**config.mk**
```make
export PLATFORM = sky130hd
export DESIGN_NAME = video_crossfade_blender_top
export DESIGN_NICKNAME = d
export VERILOG_FILES = /design/src/vcb_pkg.sv /design/src/vcb_ramp.sv /design/src/vcb_front.sv /design/src/vcb_fifo.sv /design/src/vcb_back.sv /design/src/video_crossfade_blender_top.sv
export SDC_FILE = /design/constraint.sdc
export NUM_CORES = 2
export LEC_CHECK = 0
export ABC_CLOCK_PERIOD_IN_PS = 9100
export BUFFER_PORTS_ARGS = -buffer_cell sky130_fd_sc_hd__buf_2
export CELL_PAD_IN_SITES_DETAIL_PLACEMENT = 0
export CELL_PAD_IN_SITES_GLOBAL_PLACEMENT = 1
export CORE_MARGIN = 10
export CORE_UTILIZATION = 50
export DETAILED_ROUTE_END_ITERATION = 10
export PLACE_DENSITY = 0.84
export SLEW_MARGIN = 0
export SYNTH_ARGS = -nofsm -noshare
export SYNTH_HDL_FRONTEND = slang
export SYNTH_SLANG_ARGS = --single-unit
export TNS_END_PERCENT = 50
```
**constraint.sdc**
```tcl
create_clock -name aclk -period 9.1 [get_ports aclk]
set_input_delay 1.82 -clock aclk [delete_from_list [all_inputs] [get_ports aclk]]
set_output_delay 1.82 -clock aclk [all_outputs]
set_load 0.01 [all_outputs]
```
**src/vcb_pkg.sv**
```systemverilog
`timescale 1ns / 1ps
// Package: shared constants, types and register indexes for the crossfade blender.
package vcb_pkg;

    localparam int CountWidth = 16;
    localparam int CfgDataWidth = 16;
    localparam int CfgIndexWidth = 3;
    localparam int SampleWidth = 8;
    localparam int SumWidth = 2 * SampleWidth;
    localparam int NumWidth = SampleWidth + CountWidth;
    localparam int QuoSteps = SampleWidth;
    localparam int QDepth = 4;
    localparam int QPtrWidth = $clog2(QDepth);
    localparam logic [SampleWidth-1:0] FullScale = 8'd255;

    typedef enum logic [CfgIndexWidth-1:0] {
        REG_START_OPACITY  = 3'd0,
        REG_END_OPACITY    = 3'd1,
        REG_DURATION       = 3'd2,
        REG_SKIP           = 3'd3,
        REG_PROCESS        = 3'd4
    } cfg_idx_t;

    typedef struct packed {
        logic [SampleWidth-1:0] sample_first;
        logic [SampleWidth-1:0] sample_second;
        logic                   frame_last_sample;
    } in_word_t;

    typedef struct packed {
        logic [SampleWidth-1:0] blended_sample;
        logic                   frame_end;
        logic                   transition_done;
    } out_word_t;

    typedef struct packed {
        logic [SampleWidth-1:0] opacity;
        logic [SampleWidth-1:0] sample_first;
        logic [SampleWidth-1:0] sample_second;
        logic                   frame_end;
        logic                   transition_done;
    } q_word_t;

    typedef struct packed {
        logic                  start;
        logic [CountWidth-1:0] frame;
    } ramp_req_t;

    typedef struct packed {
        logic [SampleWidth-1:0] start_opacity;
        logic [SampleWidth-1:0] end_opacity;
        logic [CountWidth-1:0]  duration;
    } ramp_cfg_t;

endpackage

```
**src/vcb_ramp.sv**
```systemverilog
`timescale 1ns / 1ps
// Per-frame opacity ramp: multiply stage then an 8-step restoring divider.
module vcb_ramp
    import vcb_pkg::*;
(
    input  logic                   aclk,
    input  logic                   aresetn,
    input  ramp_req_t              req,
    input  ramp_cfg_t              cfg,
    output logic                   busy,
    output logic [SampleWidth-1:0] opacity
);

    typedef enum logic [2:0] {
        ST_IDLE = 3'b001,
        ST_MUL  = 3'b010,
        ST_DIV  = 3'b100
    } ramp_state_t;

    ramp_state_t state_reg, state_next;
    logic [CountWidth-1:0]  frame_reg;
    logic [NumWidth-1:0]    rem_reg, rem_next;
    logic [NumWidth-1:0]    dvs_reg, dvs_next;
    logic [SampleWidth-1:0] quo_reg, quo_next;
    logic [$clog2(QuoSteps)-1:0] cnt_reg, cnt_next;
    logic [SampleWidth-1:0] opa_reg, opa_next;

    logic [CountWidth-1:0] span;
    logic [CountWidth-1:0] diff;
    logic [NumWidth-1:0]   prod_a;
    logic [NumWidth-1:0]   prod_b;
    logic [NumWidth-1:0]   num;
    logic                  fits;

    assign span   = cfg.duration - CountWidth'(1);
    assign diff   = span - frame_reg;
    assign prod_a = NumWidth'(cfg.start_opacity) * NumWidth'(diff);
    assign prod_b = NumWidth'(cfg.end_opacity) * NumWidth'(frame_reg);
    assign num    = prod_a + prod_b;
    assign fits   = rem_reg >= dvs_reg;

    always_comb begin
        state_next = state_reg;
        rem_next   = rem_reg;
        dvs_next   = dvs_reg;
        quo_next   = quo_reg;
        cnt_next   = cnt_reg;
        opa_next   = opa_reg;
        unique case (state_reg)
            ST_IDLE: begin
            end
            ST_MUL: begin
                if (cfg.duration <= CountWidth'(1)) begin
                    opa_next   = cfg.start_opacity;
                    state_next = ST_IDLE;
                end else if (frame_reg >= cfg.duration) begin
                    opa_next   = cfg.end_opacity;
                    state_next = ST_IDLE;
                end else begin
                    rem_next   = num;
                    dvs_next   = {1'b0, span, {(QuoSteps-1){1'b0}}};
                    quo_next   = '0;
                    cnt_next   = '1;
                    state_next = ST_DIV;
                end
            end
            ST_DIV: begin
                quo_next = {quo_reg[SampleWidth-2:0], fits};
                if (fits) begin
                    rem_next = rem_reg - dvs_reg;
                end
                dvs_next = dvs_reg >> 1;
                cnt_next = cnt_reg - 1'b1;
                if (cnt_reg == '0) begin
                    opa_next   = quo_next;
                    state_next = ST_IDLE;
                end
            end
            default: state_next = ST_IDLE;
        endcase
        if (req.start) begin
            state_next = ST_MUL;
        end
    end

    always_ff @(posedge aclk) begin
        if (!aresetn) begin
            state_reg <= ST_IDLE;
        end else begin
            state_reg <= state_next;
        end
        if (req.start) begin
            frame_reg <= req.frame;
        end
        rem_reg <= rem_next;
        dvs_reg <= dvs_next;
        quo_reg <= quo_next;
        cnt_reg <= cnt_next;
        opa_reg <= opa_next;
    end

    assign busy    = state_reg != ST_IDLE;
    assign opacity = opa_reg;

endmodule

```
**src/vcb_front.sv**
```systemverilog
`timescale 1ns / 1ps
// Front end: configuration registers, frame window tracking, item classification.
module vcb_front
    import vcb_pkg::*;
(
    input  logic                     aclk,
    input  logic                     aresetn,
    input  logic                     cfg_we,
    input  logic [CfgIndexWidth-1:0] cfg_index,
    input  logic [CfgDataWidth-1:0]  cfg_wdata,
    input  logic                     s_valid,
    output logic                     s_ready,
    input  in_word_t                 s_data,
    output logic                     q_push,
    output q_word_t                  q_data,
    input  logic                     q_full
);

    logic [SampleWidth-1:0] start_reg, end_reg;
    logic [CountWidth-1:0]  dur_reg, skip_reg, proc_reg;
    logic                   pend_reg;
    logic                   win_ok_reg;
    logic [CountWidth:0]    win_end_reg;
    logic [CountWidth:0]    frame_reg;
    logic                   fin_reg;

    logic [CountWidth-1:0]  count;
    logic [CountWidth:0]    win_end;
    logic                   win_ok;
    logic [CountWidth:0]    frame_inc;
    logic                   emit;
    logic                   accept;
    logic                   launch;
    logic                   done;
    logic                   cfg_hit;
    ramp_req_t              req;
    ramp_cfg_t              rcfg;
    logic                   ramp_busy;
    logic [SampleWidth-1:0] opacity;

    assign count   = (proc_reg != '0) ? proc_reg : dur_reg - skip_reg;
    assign win_end = {1'b0, skip_reg} + {1'b0, count};
    assign win_ok  = (dur_reg != '0) && (skip_reg <= dur_reg) && (count != '0)
                     && (win_end <= {1'b0, dur_reg});

    assign emit      = win_ok_reg && !fin_reg;
    assign s_ready   = !pend_reg && !ramp_busy && (!emit || !q_full);
    assign accept    = s_valid && s_ready;
    assign launch    = pend_reg && !cfg_we;
    assign frame_inc = frame_reg + 1'b1;
    assign done      = s_data.frame_last_sample && (frame_inc >= win_end_reg);
    assign cfg_hit   = cfg_we && (cfg_index <= REG_PROCESS);

    assign req.start = launch || (accept && emit && s_data.frame_last_sample && !done);
    assign req.frame = launch ? skip_reg : frame_inc[CountWidth-1:0];
    assign rcfg.start_opacity = start_reg;
    assign rcfg.end_opacity   = end_reg;
    assign rcfg.duration      = dur_reg;

    vcb_ramp u_ramp (
        .aclk    (aclk),
        .aresetn (aresetn),
        .req     (req),
        .cfg     (rcfg),
        .busy    (ramp_busy),
        .opacity (opacity)
    );

    assign q_push                 = accept && emit;
    assign q_data.opacity         = opacity;
    assign q_data.sample_first    = s_data.sample_first;
    assign q_data.sample_second   = s_data.sample_second;
    assign q_data.frame_end       = s_data.frame_last_sample;
    assign q_data.transition_done = done;

    always_ff @(posedge aclk) begin
        if (!aresetn) begin
            start_reg   <= '0;
            end_reg     <= FullScale;
            dur_reg     <= CountWidth'(1);
            skip_reg    <= '0;
            proc_reg    <= '0;
            pend_reg    <= 1'b1;
            win_ok_reg  <= 1'b0;
            win_end_reg <= '0;
            frame_reg   <= '0;
            fin_reg     <= 1'b0;
        end else begin
            if (cfg_we) begin
                unique case (cfg_index)
                    REG_START_OPACITY: start_reg <= cfg_wdata[SampleWidth-1:0];
                    REG_END_OPACITY:   end_reg   <= cfg_wdata[SampleWidth-1:0];
                    REG_DURATION:      dur_reg   <= cfg_wdata[CountWidth-1:0];
                    REG_SKIP:          skip_reg  <= cfg_wdata[CountWidth-1:0];
                    REG_PROCESS:       proc_reg  <= cfg_wdata[CountWidth-1:0];
                    default: begin
                    end
                endcase
            end
            if (cfg_hit) begin
                pend_reg <= 1'b1;
            end else if (launch) begin
                pend_reg <= 1'b0;
            end
            if (launch) begin
                win_ok_reg  <= win_ok;
                win_end_reg <= win_end;
                frame_reg   <= {1'b0, skip_reg};
                fin_reg     <= 1'b0;
            end else if (accept && emit && s_data.frame_last_sample) begin
                frame_reg <= frame_inc;
                if (done) begin
                    fin_reg <= 1'b1;
                end
            end
        end
    end

endmodule

```
**src/vcb_fifo.sv**
```systemverilog
`timescale 1ns / 1ps
// Short word queue decoupling the front end from the blend pipeline.
module vcb_fifo
    import vcb_pkg::*;
(
    input  logic    aclk,
    input  logic    aresetn,
    input  logic    push,
    input  q_word_t push_data,
    output logic    full,
    input  logic    pop,
    output logic    not_empty,
    output q_word_t pop_data
);

    q_word_t              mem_reg [QDepth];
    logic [QPtrWidth-1:0] wr_ptr_reg, rd_ptr_reg;
    logic [QPtrWidth:0]   cnt_reg;
    logic                 do_push, do_pop;

    assign full      = cnt_reg == (QPtrWidth+1)'(QDepth);
    assign not_empty = cnt_reg != '0;
    assign do_push   = push && !full;
    assign do_pop    = pop && not_empty;
    assign pop_data  = mem_reg[rd_ptr_reg];

    always_ff @(posedge aclk) begin
        if (!aresetn) begin
            wr_ptr_reg <= '0;
            rd_ptr_reg <= '0;
            cnt_reg    <= '0;
        end else begin
            if (do_push) begin
                wr_ptr_reg <= wr_ptr_reg + 1'b1;
            end
            if (do_pop) begin
                rd_ptr_reg <= rd_ptr_reg + 1'b1;
            end
            if (do_push && !do_pop) begin
                cnt_reg <= cnt_reg + 1'b1;
            end else if (do_pop && !do_push) begin
                cnt_reg <= cnt_reg - 1'b1;
            end
        end
        if (do_push) begin
            mem_reg[wr_ptr_reg] <= push_data;
        end
    end

endmodule

```
**src/vcb_back.sv**
```systemverilog
`timescale 1ns / 1ps
// Back end: weighted mix, divide by full scale, output register.
module vcb_back
    import vcb_pkg::*;
(
    input  logic      aclk,
    input  logic      aresetn,
    input  logic      q_valid,
    input  q_word_t   q_data,
    output logic      q_pop,
    output logic      m_valid,
    input  logic      m_ready,
    output out_word_t m_data
);

    logic                   mix_v_reg;
    logic [SumWidth-1:0]    sum_reg;
    logic                   mix_end_reg, mix_done_reg;
    logic                   out_v_reg;
    out_word_t              out_reg;

    logic [SumWidth-1:0]    prod_first, prod_second;
    logic [SumWidth:0]      scaled;
    logic                   out_adv, mix_adv;

    assign prod_first  = SumWidth'(FullScale - q_data.opacity) * SumWidth'(q_data.sample_first);
    assign prod_second = SumWidth'(q_data.opacity) * SumWidth'(q_data.sample_second);
    // floor(x / 255) for x <= 255 * 255
    assign scaled = {1'b0, sum_reg} + (SumWidth+1)'(sum_reg >> SampleWidth) + 1'b1;

    assign out_adv = !out_v_reg || m_ready;
    assign mix_adv = !mix_v_reg || out_adv;
    assign q_pop   = q_valid && mix_adv;

    always_ff @(posedge aclk) begin
        if (!aresetn) begin
            mix_v_reg <= 1'b0;
            out_v_reg <= 1'b0;
        end else begin
            if (mix_adv) begin
                mix_v_reg <= q_valid;
            end
            if (out_adv) begin
                out_v_reg <= mix_v_reg;
            end
        end
        if (q_pop) begin
            sum_reg      <= prod_first + prod_second;
            mix_end_reg  <= q_data.frame_end;
            mix_done_reg <= q_data.transition_done;
        end
        if (out_adv && mix_v_reg) begin
            out_reg.blended_sample  <= scaled[SumWidth-1:SampleWidth];
            out_reg.frame_end       <= mix_end_reg;
            out_reg.transition_done <= mix_done_reg;
        end
    end

    assign m_valid = out_v_reg;
    assign m_data  = out_reg;

endmodule

```
**src/video_crossfade_blender_top.sv**
```systemverilog
`timescale 1ns / 1ps
// Top level of the video crossfade blender.
//
// Input words (s_valid/s_ready/s_data) carry one sample of each stream and a
// last-sample-of-frame flag. Output words (m_valid/m_ready/m_data) carry the
// blended sample, a frame end flag and a transition done flag on the last
// sample of the final output frame. When the frame window is invalid every
// word is accepted and dropped; after the final frame every word is dropped
// until a register write or reset.
// Registers are written through cfg_we/cfg_index/cfg_wdata while idle; any
// write to a defined index restarts the transition.
// Throughput: one word per cycle within a frame while the queue has room.
// After each frame end the input stalls while the opacity of the next frame
// is computed (a multiply step plus an eight-step divider); after reset and
// after a register write it also stalls for the launch and that computation.
// Words pass the queue, mix register and output register before m_data.
// When the receiver stalls, a four-word queue and the blend pipeline fill,
// then s_ready drops. Reset clears the queue and restores default registers.
module video_crossfade_blender_top
    import vcb_pkg::*;
(
    input  logic                     aclk,
    input  logic                     aresetn,
    input  logic                     cfg_we,
    input  logic [CfgIndexWidth-1:0] cfg_index,
    input  logic [CfgDataWidth-1:0]  cfg_wdata,
    input  logic                     s_valid,
    output logic                     s_ready,
    input  in_word_t                 s_data,
    output logic                     m_valid,
    input  logic                     m_ready,
    output out_word_t                m_data
);

    logic    q_push, q_full, q_pop, q_valid;
    q_word_t q_in, q_out;

    vcb_front u_front (
        .aclk      (aclk),
        .aresetn   (aresetn),
        .cfg_we    (cfg_we),
        .cfg_index (cfg_index),
        .cfg_wdata (cfg_wdata),
        .s_valid   (s_valid),
        .s_ready   (s_ready),
        .s_data    (s_data),
        .q_push    (q_push),
        .q_data    (q_in),
        .q_full    (q_full)
    );

    vcb_fifo u_fifo (
        .aclk      (aclk),
        .aresetn   (aresetn),
        .push      (q_push),
        .push_data (q_in),
        .full      (q_full),
        .pop       (q_pop),
        .not_empty (q_valid),
        .pop_data  (q_out)
    );

    vcb_back u_back (
        .aclk    (aclk),
        .aresetn (aresetn),
        .q_valid (q_valid),
        .q_data  (q_out),
        .q_pop   (q_pop),
        .m_valid (m_valid),
        .m_ready (m_ready),
        .m_data  (m_data)
    );

endmodule

```
==> flow_metrics.env <==
export IMPL_min_path_type="reg -> reg"
export IMPL_post_synth_cell_area_avg_um2=9.73
export IMPL_fill_cells=5218
export IMPL_critPathSlowestCell="fa_1"
export IMPL_synthTopCellsByArea="edfxtp_1 21%, fa_1 21%, ha_1 11%"
export IMPL_drt_initial_drc_count=1370
export IMPL_clk_latency_ns=0.58
export IMPL_drc=0
export IMPL_die_h_um=266
export IMPL_synth_edf_count=213
export IMPL_yosysMostFrequentCell="inv_1"
export IMPL_ys_flop_type="edfxtp_1"
export IMPL_core_area_um2=59400
export IMPL_grt_total_usage_pct=21.3
export IMPL_dp_hpwl_um=58700
export IMPL_endpoint_kind="flip-flop"
export IMPL_grt_pass1_wl_um=121000
export IMPL_maxCapViolCount=0
export IMPL_setup_violations=0
export IMPL_finalCoreUtilization_pct=55.0
export IMPL_top_usage_layer="met2"
export IMPL_slew_headroom_pct=18.6
export IMPL_ctsHoldBuffers=0
export IMPL_ys_ff_latch=328
export IMPL_worst_pin_slew_ns=1.22
export IMPL_ys_seq_area_share_pct=28.9
export IMPL_finalMaxSlewViolations=0
export IMPL_ys_types=82
export IMPL_cp_arrival_ns=8.89
export IMPL_fin_nets=3746
export IMPL_synthCells=3097
export IMPL_hold_start="u_back.mix_end_reg$_DFFE_PP_"
export IMPL_whs_ns=0.423
export IMPL_min_period_ns=8.61
export IMPL_areaGrowthSynthToFinish_pct=8.32
export IMPL_first_pass_iters=7
export IMPL_startpoint_type="flip-flop"
export IMPL_syn_area_um2=30100
export IMPL_cts_clk_slew_worst_paths_ns=0.06
export IMPL_yosys_warnings=0
export IMPL_fp_dieW_um=266
export IMPL_antenna_cells=0
export IMPL_grt_use_met1_pct=27.1
export IMPL_wl_per_cell_um=19.0
export IMPL_ys_async_sr_fraction_pct=0
export IMPL_final_antenna_net_count=0
export IMPL_wl_um=74700
export IMPL_viasPerCell=5.51
export IMPL_max_freq_ghz=0.116
export IMPL_antenna_found_initial=0
export IMPL_clock_path_buffers=3
export IMPL_worstPathRequired_ns=9.38
export IMPL_floorplan_initialDensity_pct=50.8
export IMPL_port_buffers=52
export IMPL_grt_pass1_vias=22736
export IMPL_path_class="reg -> reg"
export IMPL_slowest_delay_ns=0.57
export IMPL_yosys_area_top_type_share_pct=21.2
export IMPL_status="finished clean"
export IMPL_grt_util_met3_pct=2.61
export IMPL_fin_crit_sh_pct=94.6
export IMPL_cts_buffers=39
export IMPL_dieArea_um2=70500
export IMPL_grt_ovfl_total=0
export IMPL_crit_top_cell="fa_1"
export IMPL_gp_congestion=0.936
export IMPL_cts_sinks=328
export IMPL_fin_skew_ns=0.0178
export IMPL_crit_fanout=8
export IMPL_r2r_start="u_front.dur_reg[1]$_SDFFE_PN0P_"
export IMPL_num_rows=89
export IMPL_hold_viol=0
export IMPL_synth_top_area_cell="edfxtp_1"
export IMPL_num_io_pins=53
export IMPL_gr_usage_met2_pct=37.2
export IMPL_grt_max_degree=67
export IMPL_htree_levels=2
export IMPL_final_layout_size_suffix_gt1_share_pct=7.50
export IMPL_mappedNetlistNets=3716
export IMPL_vias=21651
export IMPL_crit_path_start="u_front.dur_reg[1]$_SDFFE_PN0P_"
export IMPL_cts_root_buffer="clkbuf_16"
export IMPL_cts_tree="built"
export IMPL_synth_commonest_cells="480 x inv_1, 421 x nand2_1, 309 x fa_1"
export IMPL_largest_register_ff_count=104
## metrics by stage
step,setup TNS (ns),cell area (um2),std cells,setup WS [ns]
detailed placement,0,31300,3859,0.260
floorplan,0,30100,3097,1.14
global placement,0,31300,3859,0.584
global route,-0.00251,32700,3931,-0.00251
CTS,0,32600,3931,0.215
finish,0,32700,3931,0.488
## what timing repair did
item / in CTS / in global routing
gates resized for setup: 0 / 9
setup endpoints to repair: 0 / 5
buffers inserted: 0 / 0
## critical path, delay by kind of cell (launching register included)
| kind | cells | cell delay, ns |
|---|---|---|
| AO/OA/AOI/OAI | 9 | 1.74 |
| XOR/XNOR | 3 | 0.87 |
| adder cells (fa/ha/maj) | 9 | 3.96 |
| buffers and inverters | 4 | 0.28 |
| flip-flops | 1 | 0.45 |
| multiplexers | 1 | 0.10 |
| AND/OR/NAND/NOR | 5 | 0.92 |
## area by class of cell
class	instances	area (um2)	share of cell area (%)
sequential	328	8700	26.6
tap	773	967	2.96
inverter	480	1800	5.52
multi-input combinational	2191	19300	59.1
clock buffer	46	1070	3.29
clock inverter	26	287	0.877
timing repair buffer	87	523	1.60
## path summary, 6_finish.rpt
check | cells past startpoint | slack (ns) | end
max | 31 | 0.49 | u_front.u_ramp.rem_reg[23]$_DFFE_PP_
min | 0 | 0.42 | u_back.m_data[1]$_DFFE_PP_
max reg2reg | 31 | 0.49 | u_front.u_ramp.rem_reg[23]$_DFFE_PP_
min reg2reg | 0 | 0.42 | u_back.m_data[1]$_DFFE_PP_
## cells by family (layout without fill, tap and decap cells)
family | Yosys count | after routing | share of synthesized area, %
simple gates | 978 | 978 | 15.7
fa+ha+maj | 578 | 578 | 31.7
buf+inv | 578 | 639 | 7.28
compound gates | 457 | 457 | 10.2
flops | 328 | 328 | 28.9
xor+xnor | 131 | 131 | 3.81
mux | 46 | 46 | 2.42
other cells | 1 | 1 | 0.0124
## layer usage
| metal | vias up | wire, um |
|---|---|---|
| li1 | 10194 | - |
| met1 | 10760 | 31600 |
| met2 | 577 | 37000 |
| met4 | 0 | 2230 |
| met3 | 120 | 3860 |
| met5 | - | 0 |
## cell usage in the layout, fill, tap and decap left out, drive strengths merged, types with 7 or more instances in the layout
cell type	n
nor4	12
o21a	26
ha	269
a21boi	84
nand4	11
o21bai	18
mux4	21
clkbuf	46
and4	7
clkinv	12
fa	309
nand2b	38
inv	486
a31oi	12
nand2	421
edfxtp	213
buf	87
nor2	123
xor2	31
a211oi	9
nor3	31
dfxtp	115
o21ai	81
nor2b	41
and3	24
o31ai	10
or2	14
nand3	44
o211ai	8
a21oi	122
mux2i	19
and2	190
a21o	37
xnor2	100
Power is not shown: default switching activity piles up to over one toggle a cycle in this logic, so the estimate is an artifact.
